## src/rtl/planar_raster_op_blitter_core_assert.svh

```systemverilog
// Assertion macros shared by the blitter RTL.
`ifndef PLANAR_RASTER_OP_BLITTER_CORE_ASSERT_SVH
`define PLANAR_RASTER_OP_BLITTER_CORE_ASSERT_SVH

// Check a condition at every clock edge outside reset.
`define PROB_ASSERT_ALWAYS(label, cond, msg) \
  label: assert property (@(posedge clk) disable iff (!rst_n) (cond)) else $error(msg);

// Check that a condition implies another in the same cycle.
`define PROB_ASSERT_IMPLY(label, ante, cons, msg) \
  label: assert property (@(posedge clk) disable iff (!rst_n) (ante) |-> (cons)) else $error(msg);

// Check that a condition implies another in the next cycle.
`define PROB_ASSERT_NEXT(label, ante, cons, msg) \
  label: assert property (@(posedge clk) disable iff (!rst_n) (ante) |=> (cons)) else $error(msg);

`endif

```

## src/rtl/prob_ram.sv

```systemverilog
// Generic simple dual-port RAM with registered read data.
`default_nettype none
module prob_ram #(
  parameter int WIDTH = 8,
  parameter int DEPTH = 64
) (
  input  wire logic                     clk,
  input  wire logic                     we,
  input  wire logic [$clog2(DEPTH)-1:0] waddr,
  input  wire logic [WIDTH-1:0]         wdata,
  input  wire logic [$clog2(DEPTH)-1:0] raddr,
  output logic      [WIDTH-1:0]         rdata
);

  logic [WIDTH-1:0] mem_r [DEPTH];

  // Write one entry, read one entry a cycle.
  always_ff @(posedge clk) begin
    if (we) begin
      mem_r[waddr] <= wdata;
    end
    rdata <= mem_r[raddr];
  end

endmodule
`default_nettype wire

```

## config.mk

```make
export PLATFORM = sky130hd
export DESIGN_NAME = prob_ram
export DESIGN_NICKNAME = d
export VERILOG_FILES = /design/src/rtl/planar_raster_op_blitter_core_assert.svh /design/src/rtl/prob_ram.sv
export SDC_FILE = /design/constraint.sdc
export NUM_CORES = 1
export LEC_CHECK = 0
export BUFFER_PORTS_ARGS = -buffer_cell sky130_fd_sc_hd__clkbuf_2
export CORE_MARGIN = 10
export CORE_UTILIZATION = 50
export CTS_CLUSTER_SIZE = 30
export DETAILED_ROUTE_END_ITERATION = 10
export PLACE_DENSITY = 0.71
export SLEW_MARGIN = 40
export SYNTH_ARGS = -nofsm -noshare
export SYNTH_HDL_FRONTEND = slang
export SYNTH_SLANG_ARGS = --single-unit
```

## constraint.sdc

```tcl
create_clock -name clk -period 4.1 [get_ports clk]
set_input_delay 0.82 -clock clk [delete_from_list [all_inputs] [get_ports clk]]
set_output_delay 0.82 -clock clk [all_outputs]
set_load 0.03 [all_outputs]
```

# [Word-level counts from Yosys, hierarchy flattened]
# Memory sizes are Yosys's and may differ from the RTL's. A register that Yosys moved wholly into a read port is not among the register bits.
# Cells that the tools add are included.
[word_totals] regBits=0 mem_bits_rw=512 n_memories=1
[classes] n_mux=2
[mem_list] memory="mem_r" depth=64 word_bits=8 read_ports=1 rd_clocked_by_memory_dff=1 write_ports=1 line_no="prob_ram.sv:15" source="logic [WIDTH-1:0] mem_r [DEPTH];"
[op_table] cell="two-way mux 1 bit" count=2

# [Longest topological paths before layout]
# Gate-level depths: netlist of run 1.
[logic_depth] word_depth=2 depth_mapped=9 depth_no_buf=5

# [Worst setup path after synthesis of run 1]
# Ideal clock, no wire load.
[synth_timing] path_type="input-to-reg" startpoint="input port raddr[1]" endpoint="register rdata[3] (read register of mem_r)" t_arrival_ns=2.360 required_ns=3.972 slack_ns=1.612 stages=7 n_path_buf=3 cell_sequence="buf_4 > buf_2 > buf_2 > mux4_2 > mux4_2 > o21ai_1 > o41ai_1"
[synth_lines] element="start: declaration" line_no="prob_ram.sv:11" source="input wire logic [$clog2(DEPTH)-1:0] raddr,"
[synth_lines] element="end: declaration" line_no="prob_ram.sv:12" source="output logic [WIDTH-1:0] rdata"

==> results.json, run 1 <==
{
  "fp.dieW_um": 221,
  "track_usage_pct": 17.7,
  "cts_resized": 0,
  "remaining_drc_errors": 0,
  "gp_congestion": 0.868,
  "setup_tns_ns": 0,
  "cts_max_path_buffers": 3,
  "synth.distinct_cells": 40,
  "numCtsBuffers": 49,
  "final_cell_mix": "edfxtp_1 (512), mux4_2 (126), clkbuf_16 (52)",
  "yosysSeqAreaShare_pct": 77.0,
  "synth_seq_cells": 520,
  "cp-start-kind": "primary input",
  "synthFlopType": "edfxtp_1",
  "relSlewSlack_pct": 44.5,
  "wire_per_inst_um": 28.0,
  "met3_length_um": 3800,
  "synthCells": 940,
  "clk_latency_ns": 0.57,
  "ant_nets": 0,
  "skew_ns": 0.0183,
  "antenna_found_initial": 2,
  "ctsHoldBuffers": 0,
  "internal_power_mw": 8.78,
  "grt_max_degree": 67,
  "final_nets": 1021,
  "syn_area_sq_um": 20200,
  "grt_overflow": 0,
  "tightest_slew_ns": 0.830,
  "ys_warn_count": 0,
  "outcome": "finished, final reports clean",
  "area_growth_pct": 12.4,
  "hp-class": "primary input to flip-flop",
  "coreArea_sq_um": 39800,
  "synth-edff-count": 512,
  "reg2reg_slack_ns": 1.91,
  "port_buffers": 29,
  "p_leak_nw": 7.03,
  "multi_input_area_sq_um": 4420,
  "drive_gt1_share_pct": 29.6,
  "setup_viol": 0,
  "cp.arrival_ns": 3.19,
  "combPwrFrac_pct": 5.1,
  "power_frac_seq_pct": 53.6,
  "max-cap-violations": 0,
  "final_common_cell": "edfxtp_1",
  "hold_ws_ns": 0.745,
  "rows": 73,
  "layout.area.seq_sq_um": 15500,
  "switching_share_pct": 20.3,
  "fin_total_pwr_mw": 11.0,
  "dp_slack_ns": 0.786,
  "die-area_sq_um": 48800,
  "drt_pass1_iterations": 5,
  "drt_first_iter_violations": 1421,
  "cts_tree": "built",
  "crit_type": "primary input to flip-flop",
  "wl_met1_um": 18400,
  "cts_root_buffer": "clkbuf_16",
  "htreeDepth": 2,
  "finalCriticalPeriod_ns": 2.75,
  "max_clock_freq_ghz": 0.364,
  "cpLargestDelayFamily": "buffers and inverters",
  "pwr-share-clk_pct": 41.3,
  "grt_first_pass_wirelength_um": 65400,
  "fillCellCount": 2956,
  "critPathMaxFanout": 25,
  "maxSlewViolCount": 0,
  "max_stage_delay_ns": 0.73,
  "met2WireLength_um": 20800,
  "critPathBufInv": 3,
  "required_ns": 4.55,
  "setup_ws_ns": 1.35,
  "crit_top_cell": "buf_4",
  "p_per_area_nw_per_um2": 486,
  "dp_hpwl_um": 26500,
  "ir_drop_uv": 415,
  "initial_core_util_pct": 50.6,
  "drt-total-wl_um": 43700,
  "syn-num-nets": 962,
  "vias": 9663,
  "ys_async_sr_fraction_pct": 0,
  "path_cells": "buf_4 > buf_4 > mux4_2 > nor2b_1 > a2111oi_1 > buf_4 > o41ai_1",
  "post_cts_buffers": 0,
  "die_h_um": 221,
  "highest_layer": "met4",
  "avgSynthCellArea_sq_um": 21.5,
  "rsz0062_at_grt": "no",
  "cts.clk_slew.worst_paths_ns": 0.06,
  "cp_slowest_cell": "a2111oi_1",
  "finalHoldViolCount": 0,
  "via_per_inst": 6.18,
  "grt_pass1_vias": 9690,
  "cts.sinks": 520,
  "power.switching_mw": 2.23,
  "io-pin-count": 30,
  "end_kind": "flip-flop",
  "finalCritPeriodShare_pct": 67.0
}
-- cell families after synthesis --
family / after synthesis / share of synthesized area [%]
mux: 162 / 15.9
compound gates: 54 / 2.07
buf+inv: 51 / 1.57
flops: 520 / 77.0
simple gates: 153 / 3.39
-- path summary, 6_finish.rpt --
| path | end | cells after the start | from |
|---|---|---|---|
| max | rdata[5]$_DFF_P_ | 7 | raddr[1] |
| min | rdata[1]$_DFF_P_ | 3 | raddr[5] |
| max reg2reg | rdata[4]$_DFF_P_ | 5 | mem_r[28][4]$_DFFE_PP_ |
| min reg2reg | rdata[6]$_DFF_P_ | 3 | mem_r[30][6]$_DFFE_PP_ |
-- synth_stat cells, types with 6 or more instances --
library cell	count	area share, %
dfxtp_1	8	0.79
nor2_1	83	1.5
mux4_2	126	14
nand2_1	19	0.35
buf_2	11	0.27
nor2b_1	14	0.43
o221ai_1	8	0.35
edfxtp_1	512	76
mux2_2	13	0.73
nand2b_1	7	0.22
buf_4	13	0.48
o22ai_1	8	0.25
clkbuf_1	17	0.32
nand3_1	13	0.32
a221oi_1	6	0.26
nor3_1	7	0.17
mux2i_1	23	1.1
-- power by group through the flow --
stage	Combinational (mW)	Clock, mW	Sequential (mW)
4_1_cts	0.560	4.61	5.90
3_5_place_dp	0.557	0	6.02
3_3_place_gp	0.544	0	6.01
6_report	0.560	4.55	5.90
5_1_grt	0.596	4.84	5.90
2_1_floorplan	0.314	0	6.03
-- final cells by class --
class / count / area share (%)
sequential: 520 / 68.5
clock inverter: 20 / 1.12
tap: 525 / 2.90
timing repair buffer: 59 / 1.90
multi-input combinational: 369 / 19.5
clock buffer: 69 / 6.02
antenna: 2 / 0.0221
-- sequential cells by signal, summed over array words and instances, names as in the netlist --
| name | flops |
|---|---|
| mem_r | 512 |
| rdata | 8 |
-- metrics by stage --
step,instances,area [sq um],utilization [%]
2_1_floorplan,940,20200,-
3_3_place_gp,1473,20900,52.5
3_5_place_dp,1473,21000,52.7
4_1_cts,1562,22600,56.7
5_1_grt,1562,22700,56.9
6_report,1564,22700,56.9
-- per-layer routing --
layer | up-vias | track usage (%)
met5 | - | 0
met4 | 0 | 4.12
met3 | 68 | 3.69
met2 | 451 | 26.9
met1 | 5087 | 25.8
li1 | 4057 | -
-- worst register-to-register path, delay by kind of cell (launching register included) --
kind / cells / cell delay [ns]
and+or+nand+nor: 1 / 0.50
AOI/OAI and AO/OA: 2 / 0.44
DFF: 1 / 0.36
muxes: 2 / 0.77
No activity file was read; power rests on OpenSTA's default activity.
==> run 2: changes to the inputs <==
--- a/config.mk
+++ b/config.mk
@@ -5,12 +5,13 @@
 export SDC_FILE = /design/constraint.sdc
 export NUM_CORES = 1
 export LEC_CHECK = 0
+export ABC_AREA = 1
 export BUFFER_PORTS_ARGS = -buffer_cell sky130_fd_sc_hd__clkbuf_2
 export CORE_MARGIN = 10
 export CORE_UTILIZATION = 50
 export CTS_CLUSTER_SIZE = 30
 export DETAILED_ROUTE_END_ITERATION = 10
-export PLACE_DENSITY = 0.71
+export PLACE_DENSITY = 0.73
 export SLEW_MARGIN = 40
 export SYNTH_ARGS = -nofsm -noshare
 export SYNTH_HDL_FRONTEND = slang
==> constraint.sdc (replaced) <==
create_clock -name clk -period 2.3 [get_ports clk]
set_input_delay 0.46 -clock clk [delete_from_list [all_inputs] [get_ports clk]]
set_output_delay 0.46 -clock clk [all_outputs]
set_load 0.03 [all_outputs]
==> run 2 against run 1 <==
- clock-buffer cell count is 1 lower
- via count is 47% higher
- critical path depth is 6 lower
- sequential power is 78% higher
- die area is 5.3% higher
- clock power is 73% higher
==> results.json, run 2 <==
{
  "outcome": "finished, final reports clean",
  "cp.arrival_ns": 1.38,
  "rr_startpoint": "mem_r[29][3]$_DFFE_PP_",
  "synth_top_cell_area_share_pct": 72.0,
  "final_nets": 1906,
  "regToRegEndpoint": "rdata[3]$_DFF_P_",
  "cp-start-kind": "flip-flop",
  "synthFlopType": "edfxtp_1",
  "critPathMaxFanout": 1,
  "drt_first_iter_violations": 2017,
  "finalCritPeriodShare_pct": 80.1,
  "max-cap-violations": 0,
  "syn-num-nets": 1827,
  "tightest_slew_ns": 0.835,
  "fp.dieW_um": 227,
  "avgSynthCellArea_sq_um": 11.8,
  "die_h_um": 227,
  "drt-total-wl_um": 52300,
  "clk_latency_ns": 0.60,
  "path_cells": "clkbuf_2",
  "finalHoldViolCount": 0,
  "ant_nets": 0,
  "max_stage_delay_ns": 0.51,
  "rows": 75,
  "cts_tree": "built",
  "maxSlewViolCount": 0,
  "cts.clk_slew.worst_paths_ns": 0.06,
  "final_common_cell": "nand2_1",
  "largest_register_ffs": 512,
  "internal_power_mw": 15.3,
  "r2r_cells": 8,
  "ys_warn_count": 0,
  "p_leak_nw": 8.79,
  "required_ns": 1.84,
  "ir_drop_uv": 530,
  "wire_per_inst_um": 21.2,
  "die-area_sq_um": 51300,
  "setup_viol": 0,
  "yosys.cell_count.top_type": "nand2_1",
  "io-pin-count": 30,
  "fin_total_pwr_mw": 19.7,
  "hp-class": "primary input to flip-flop",
  "grt_max_degree": 109,
  "numCtsBuffers": 51,
  "track_usage_pct": 20.5,
  "synthTopCellsByCount": "nand2_1 (648), edfxtp_1 (512), nand3_1 (439)",
  "yosysSeqAreaShare_pct": 72.8,
  "grt_first_pass_wirelength_um": 80400,
  "ctsHoldBuffers": 0,
  "end_kind": "output pin",
  "final_cell_mix": "nand2_1 (648), edfxtp_1 (512), nand3_1 (439)",
  "power.switching_mw": 4.42,
  "finalCriticalPeriod_ns": 1.84,
  "place_inst": 2370,
  "synth.distinct_cells": 16,
  "synthCells": 1805,
  "cts_max_path_buffers": 3,
  "regMostFlops": "mem_r",
  "synth-edff-count": 512,
  "switching_share_pct": 22.4,
  "grt_pass1_vias": 13800,
  "vias": 14200,
  "via_per_inst": 5.75,
  "htreeDepth": 2,
  "initial_core_util_pct": 50.8,
  "port_buffers": 29,
  "synth.area.top_cells": "edfxtp_1 (72%), nand2_1 (11%), nand3_1 (10%)",
  "antenna_found_initial": 1,
  "crit_type": "flip-flop to output pin",
  "combPwrFrac_pct": 6.5,
  "critPathBufInv": 1,
  "skew_ns": 0.0267,
  "max_clock_freq_ghz": 0.543,
  "dp_hpwl_um": 30200,
  "gp_congestion": 0.864,
  "ys_async_sr_fraction_pct": 0,
  "setup_tns_ns": 0,
  "crit_path_end": "rdata[0]",
  "cts_resized": 0,
  "syn_area_sq_um": 21300,
  "diodes": 0,
  "drt_pass1_iterations": 5,
  "cts_root_buffer": "clkbuf_16",
  "pwr-share-clk_pct": 40.0,
  "remaining_drc_errors": 0,
  "layoutNonFillerInstCount": 2466,
  "relSlewSlack_pct": 44.4,
  "post_cts_buffers": 0,
  "synth_seq_cells": 520,
  "cpLargestDelayFamily": "flip-flops",
  "largestRegisters": "mem_r x512, rdata x8",
  "cp_slowest_cell": "dfxtp_1",
  "cp-startpoint": "rdata[0]$_DFF_P_",
  "area_growth_pct": 12.4,
  "synth_top_area_cell": "edfxtp_1",
  "p_per_area_nw_per_um2": 821,
  "grt_overflow": 0,
  "reg2reg_slack_ns": 0.88,
  "power_frac_seq_pct": 53.4,
  "rsz0062_at_grt": "no",
  "coreArea_sq_um": 42000,
  "drive_gt1_share_pct": 11.0,
  "worst-path-stages": 1,
  "cts.sinks": 520
}
## run 2: cell families after synthesis
logic type	after synthesis	synth area share, %
buf+inv	125	4.02
flops	520	72.8
simple gates	1160	23.2
## run 2: per-layer routing
| metal | vias to the layer above | track usage [%] | part of all wire, % |
|---|---|---|---|
| met5 | - | 0 | 0.036 |
| met1 | 6817 | 27.9 | 40 |
| met3 | 117 | 4.21 | 11 |
| met4 | 2 | 7.88 | 3.1 |
| met2 | 730 | 31.9 | 47 |
| li1 | 6509 | - | - |
## run 2: through the flow
step                worst slack, ns  cell area (sq um)  utilization, %  hold slack [ns]
floorplan                    0.0739              21300               -            0.559
global placement              0.179              22400            53.3            0.789
detailed placement            0.178              22400            53.3            0.792
CTS                           0.467              24000            57.1            0.289
global route                  0.421              24000            57.1            0.316
finish                        0.458              24000            57.1            0.332
## run 2: worst min-delay path by stage
| stage | cells after the start | to | start |
|---|---|---|---|
| floorplan | 0 | mem_r[0][0]$_DFFE_PP_ | wdata[0] |
| global placement | 8 | rdata[5]$_DFF_P_ | mem_r[36][5]$_DFFE_PP_ |
| detailed placement | 8 | rdata[3]$_DFF_P_ | mem_r[32][3]$_DFFE_PP_ |
| CTS | 3 | rdata[3]$_DFF_P_ | raddr[5] |
| global route | 3 | rdata[3]$_DFF_P_ | raddr[5] |
| finish | 3 | rdata[0]$_DFF_P_ | raddr[5] |
## run 2: layout make-up
cell class                 instances  area [sq um]
clock buffer                      68          1380
clock inverter                    28           201
fill                            3306         18000
inverter                          12          52.6
multi-input combinational       1160          4950
sequential                       520         15500
tap                              539           674
timing repair buffer             139          1200
## run 2: power by group through the flow
| stage | sequential (mW) | combinational [mW] | clock, mW |
|---|---|---|---|
| after CTS | 10.5 | 1.28 | 7.99 |
| final | 10.5 | 1.29 | 7.89 |
| after global routing | 10.5 | 1.40 | 8.36 |
| after global placement | 10.7 | 1.25 | 0 |
| after floorplan | 10.7 | 0.737 | 0 |
| after detailed placement | 10.7 | 1.27 | 0 |
==> run 3: changes to the inputs <==
--- a/config.mk
+++ b/config.mk
@@ -5,7 +5,7 @@
 export SDC_FILE = /design/constraint.sdc
 export NUM_CORES = 1
 export LEC_CHECK = 0
-export ABC_AREA = 1
+export ABC_AREA = 0
 export BUFFER_PORTS_ARGS = -buffer_cell sky130_fd_sc_hd__clkbuf_2
 export CORE_MARGIN = 10
 export CORE_UTILIZATION = 50
==> constraint.sdc (replaced) <==
create_clock -name clk -period 1.52 [get_ports clk]
set_input_delay 0.304 -clock clk [delete_from_list [all_inputs] [get_ports clk]]
set_output_delay 0.304 -clock clk [all_outputs]
set_load 0.03 [all_outputs]
==> run 3 against run 2 <==
- the run now ends with negative setup slack left
- die area down 5.0%
- global-route usage fell by 1.5 points
- clock power grew 51%
- clock skew decreased by 0.012 ns
- worst hold slack worse by 0.11 ns
- non-clock buffer count rose by 37
- largest power group unchanged
==> results.json, run 3 (synthesis results as in run 1) <==
{
  "outcome": "complete, but fails checks",
  "failed_checks": "negative setup slack",
  "final_nets": 1140,
  "hold_depth": 2,
  "numCtsBuffers": 51,
  "rows": 73,
  "remaining_drc_errors": 0,
  "place_inst": 1590,
  "wire_per_inst_um": 27.8,
  "relSlewSlack_pct": 47.7,
  "drive_gt1_share_pct": 40.6,
  "hp-class": "primary input to flip-flop",
  "initial_core_util_pct": 50.6,
  "vias": 10300,
  "required_ns": 1.99,
  "ir_drop_uv": 748,
  "grt_first_pass_wirelength_um": 70400,
  "htreeDepth": 2,
  "setup_ws_ns": -0.335,
  "regMostFlops": "mem_r",
  "path_cells": "mux4_2 > mux4_2 > nor2_4 > nor3_2 > o2bb2ai_1",
  "r2r_cells": 5,
  "cp.arrival_ns": 2.32,
  "cts.clk_slew.worst_paths_ns": 0.06,
  "grt_max_degree": 65,
  "largestRegisters": "mem_r x512, rdata x8",
  "max_clock_freq_ghz": 0.539,
  "max-cap-violations": 0,
  "via_per_inst": 6.12,
  "final_cell_mix": "edfxtp_1 (512), mux4_2 (126), buf_4 (95)",
  "post_cts_buffers": 0,
  "clk_latency_ns": 0.59,
  "gp_congestion": 0.862,
  "critPathBufInv": 0,
  "finalCriticalPeriod_ns": 1.86,
  "end_kind": "flip-flop",
  "grt_pass1_vias": 10600,
  "dp_slack_ns": -0.838,
  "max_stage_delay_ns": 0.55,
  "finalHoldViolCount": 0,
  "tightest_slew_ns": 0.784,
  "die-area_sq_um": 48800,
  "drt-total-wl_um": 46800,
  "layoutNonFillerInstCount": 1682,
  "p_per_area_nw_per_um2": 1210,
  "cts.sinks": 520,
  "setup_viol": 9,
  "final_common_cell": "edfxtp_1",
  "cp-start-kind": "flip-flop",
  "cts_root_buffer": "clkbuf_16",
  "antenna_found_initial": 0,
  "crit_top_cell": "mux4_2",
  "track_usage_pct": 19.0,
  "crit_type": "flip-flop to flip-flop",
  "ant_nets": 0,
  "ctsHoldBuffers": 0,
  "finalCritPeriodShare_pct": 122,
  "cp_slowest_cell": "mux4_2",
  "grt_overflow": 0,
  "maxSlewViolCount": 0,
  "fin_total_pwr_mw": 29.8,
  "setup_tns_ns": -2.27,
  "cts_max_path_buffers": 3,
  "largest_register_ffs": 512,
  "skew_ns": 0.0149,
  "critPathMaxFanout": 1,
  "fp.dieW_um": 221,
  "cts_tree": "built",
  "drt_pass1_iterations": 5,
  "port_buffers": 29,
  "p_leak_nw": 7.84,
  "io-pin-count": 30,
  "worst-path-stages": 5,
  "dp_hpwl_um": 29600,
  "coreArea_sq_um": 39800,
  "rsz0062_at_grt": "yes",
  "die_h_um": 221,
  "drt_first_iter_violations": 1231,
  "fin_util_pct": 61.9,
  "diodes": 0,
  "cpLargestDelayFamily": "multiplexers",
  "area_growth_pct": 22.3
}
run 3: path summary, 6_finish.rpt:
kind	startpoint	to	slack (ns)
worst max-delay path	mem_r[11][1]$_DFFE_PP_	rdata[1]$_DFF_P_	-0.34
worst min-delay path	wdata[0]	mem_r[46][0]$_DFFE_PP_	0.22
worst min register to register	mem_r[31][4]$_DFFE_PP_	rdata[4]$_DFF_P_	0.85
worst max register to register	mem_r[11][1]$_DFFE_PP_	rdata[1]$_DFF_P_	-0.34
run 3: cell type report:
cell class              count  area, sq um
clock buffers              77         1390
fillers                  2690        15200
well taps                 525          657
repair buffers            176         1970
flip-flops and latches    520        15500
multi-input cells         369         4950
clock inverters            15          150
run 3: what timing repair did:
action / in CTS / in global routing
endpoints found under the setup margin: 12 / 12
hold endpoints to repair: 0 / 0
resized for setup: 31 / 2
cloned: 0 / 0
pin swaps: 5 / 2
run 3: stage by stage:
stage | cell area [sq um] | hold slack [ns]
after detailed placement | 23000 | 0.798
after CTS | 24700 | 0.228
after global routing | 24700 | 0.225
final | 24700 | 0.222
after floorplan | 20800 | 0.403
after global placement | 23000 | 0.805
run 3: layer usage:
| layer | up-vias | share of wire [%] | track usage (%) |
|---|---|---|---|
| met1 | 5421 | 41 | 26.6 |
| met3 | 80 | 8.0 | 3.49 |
| met2 | 498 | 48 | 30.1 |
| met4 | 0 | 2.4 | 5.66 |
| li1 | 4298 | - | - |
| met5 | - | 0 | 0 |
run 3: report_power, final:
part	switching (mW)	leakage, nW	internal (mW)	total (mW)
combinational	1.11	2.43	0.817	1.93
clock	5.11	0.737	6.81	11.9
sequential	0.0675	4.67	15.9	15.9
total	6.28	7.84	23.5	29.8
run 3: worst reg2reg max path: cells and delay by family (launching register included):
| kind | cells | cell delay [ns] |
|---|---|---|
| AO/OA/AOI/OAI | 1 | 0.13 |
| flip-flops | 1 | 0.37 |
| multiplexers | 2 | 1.06 |
| AND/OR/NAND/NOR | 2 | 0.18 |
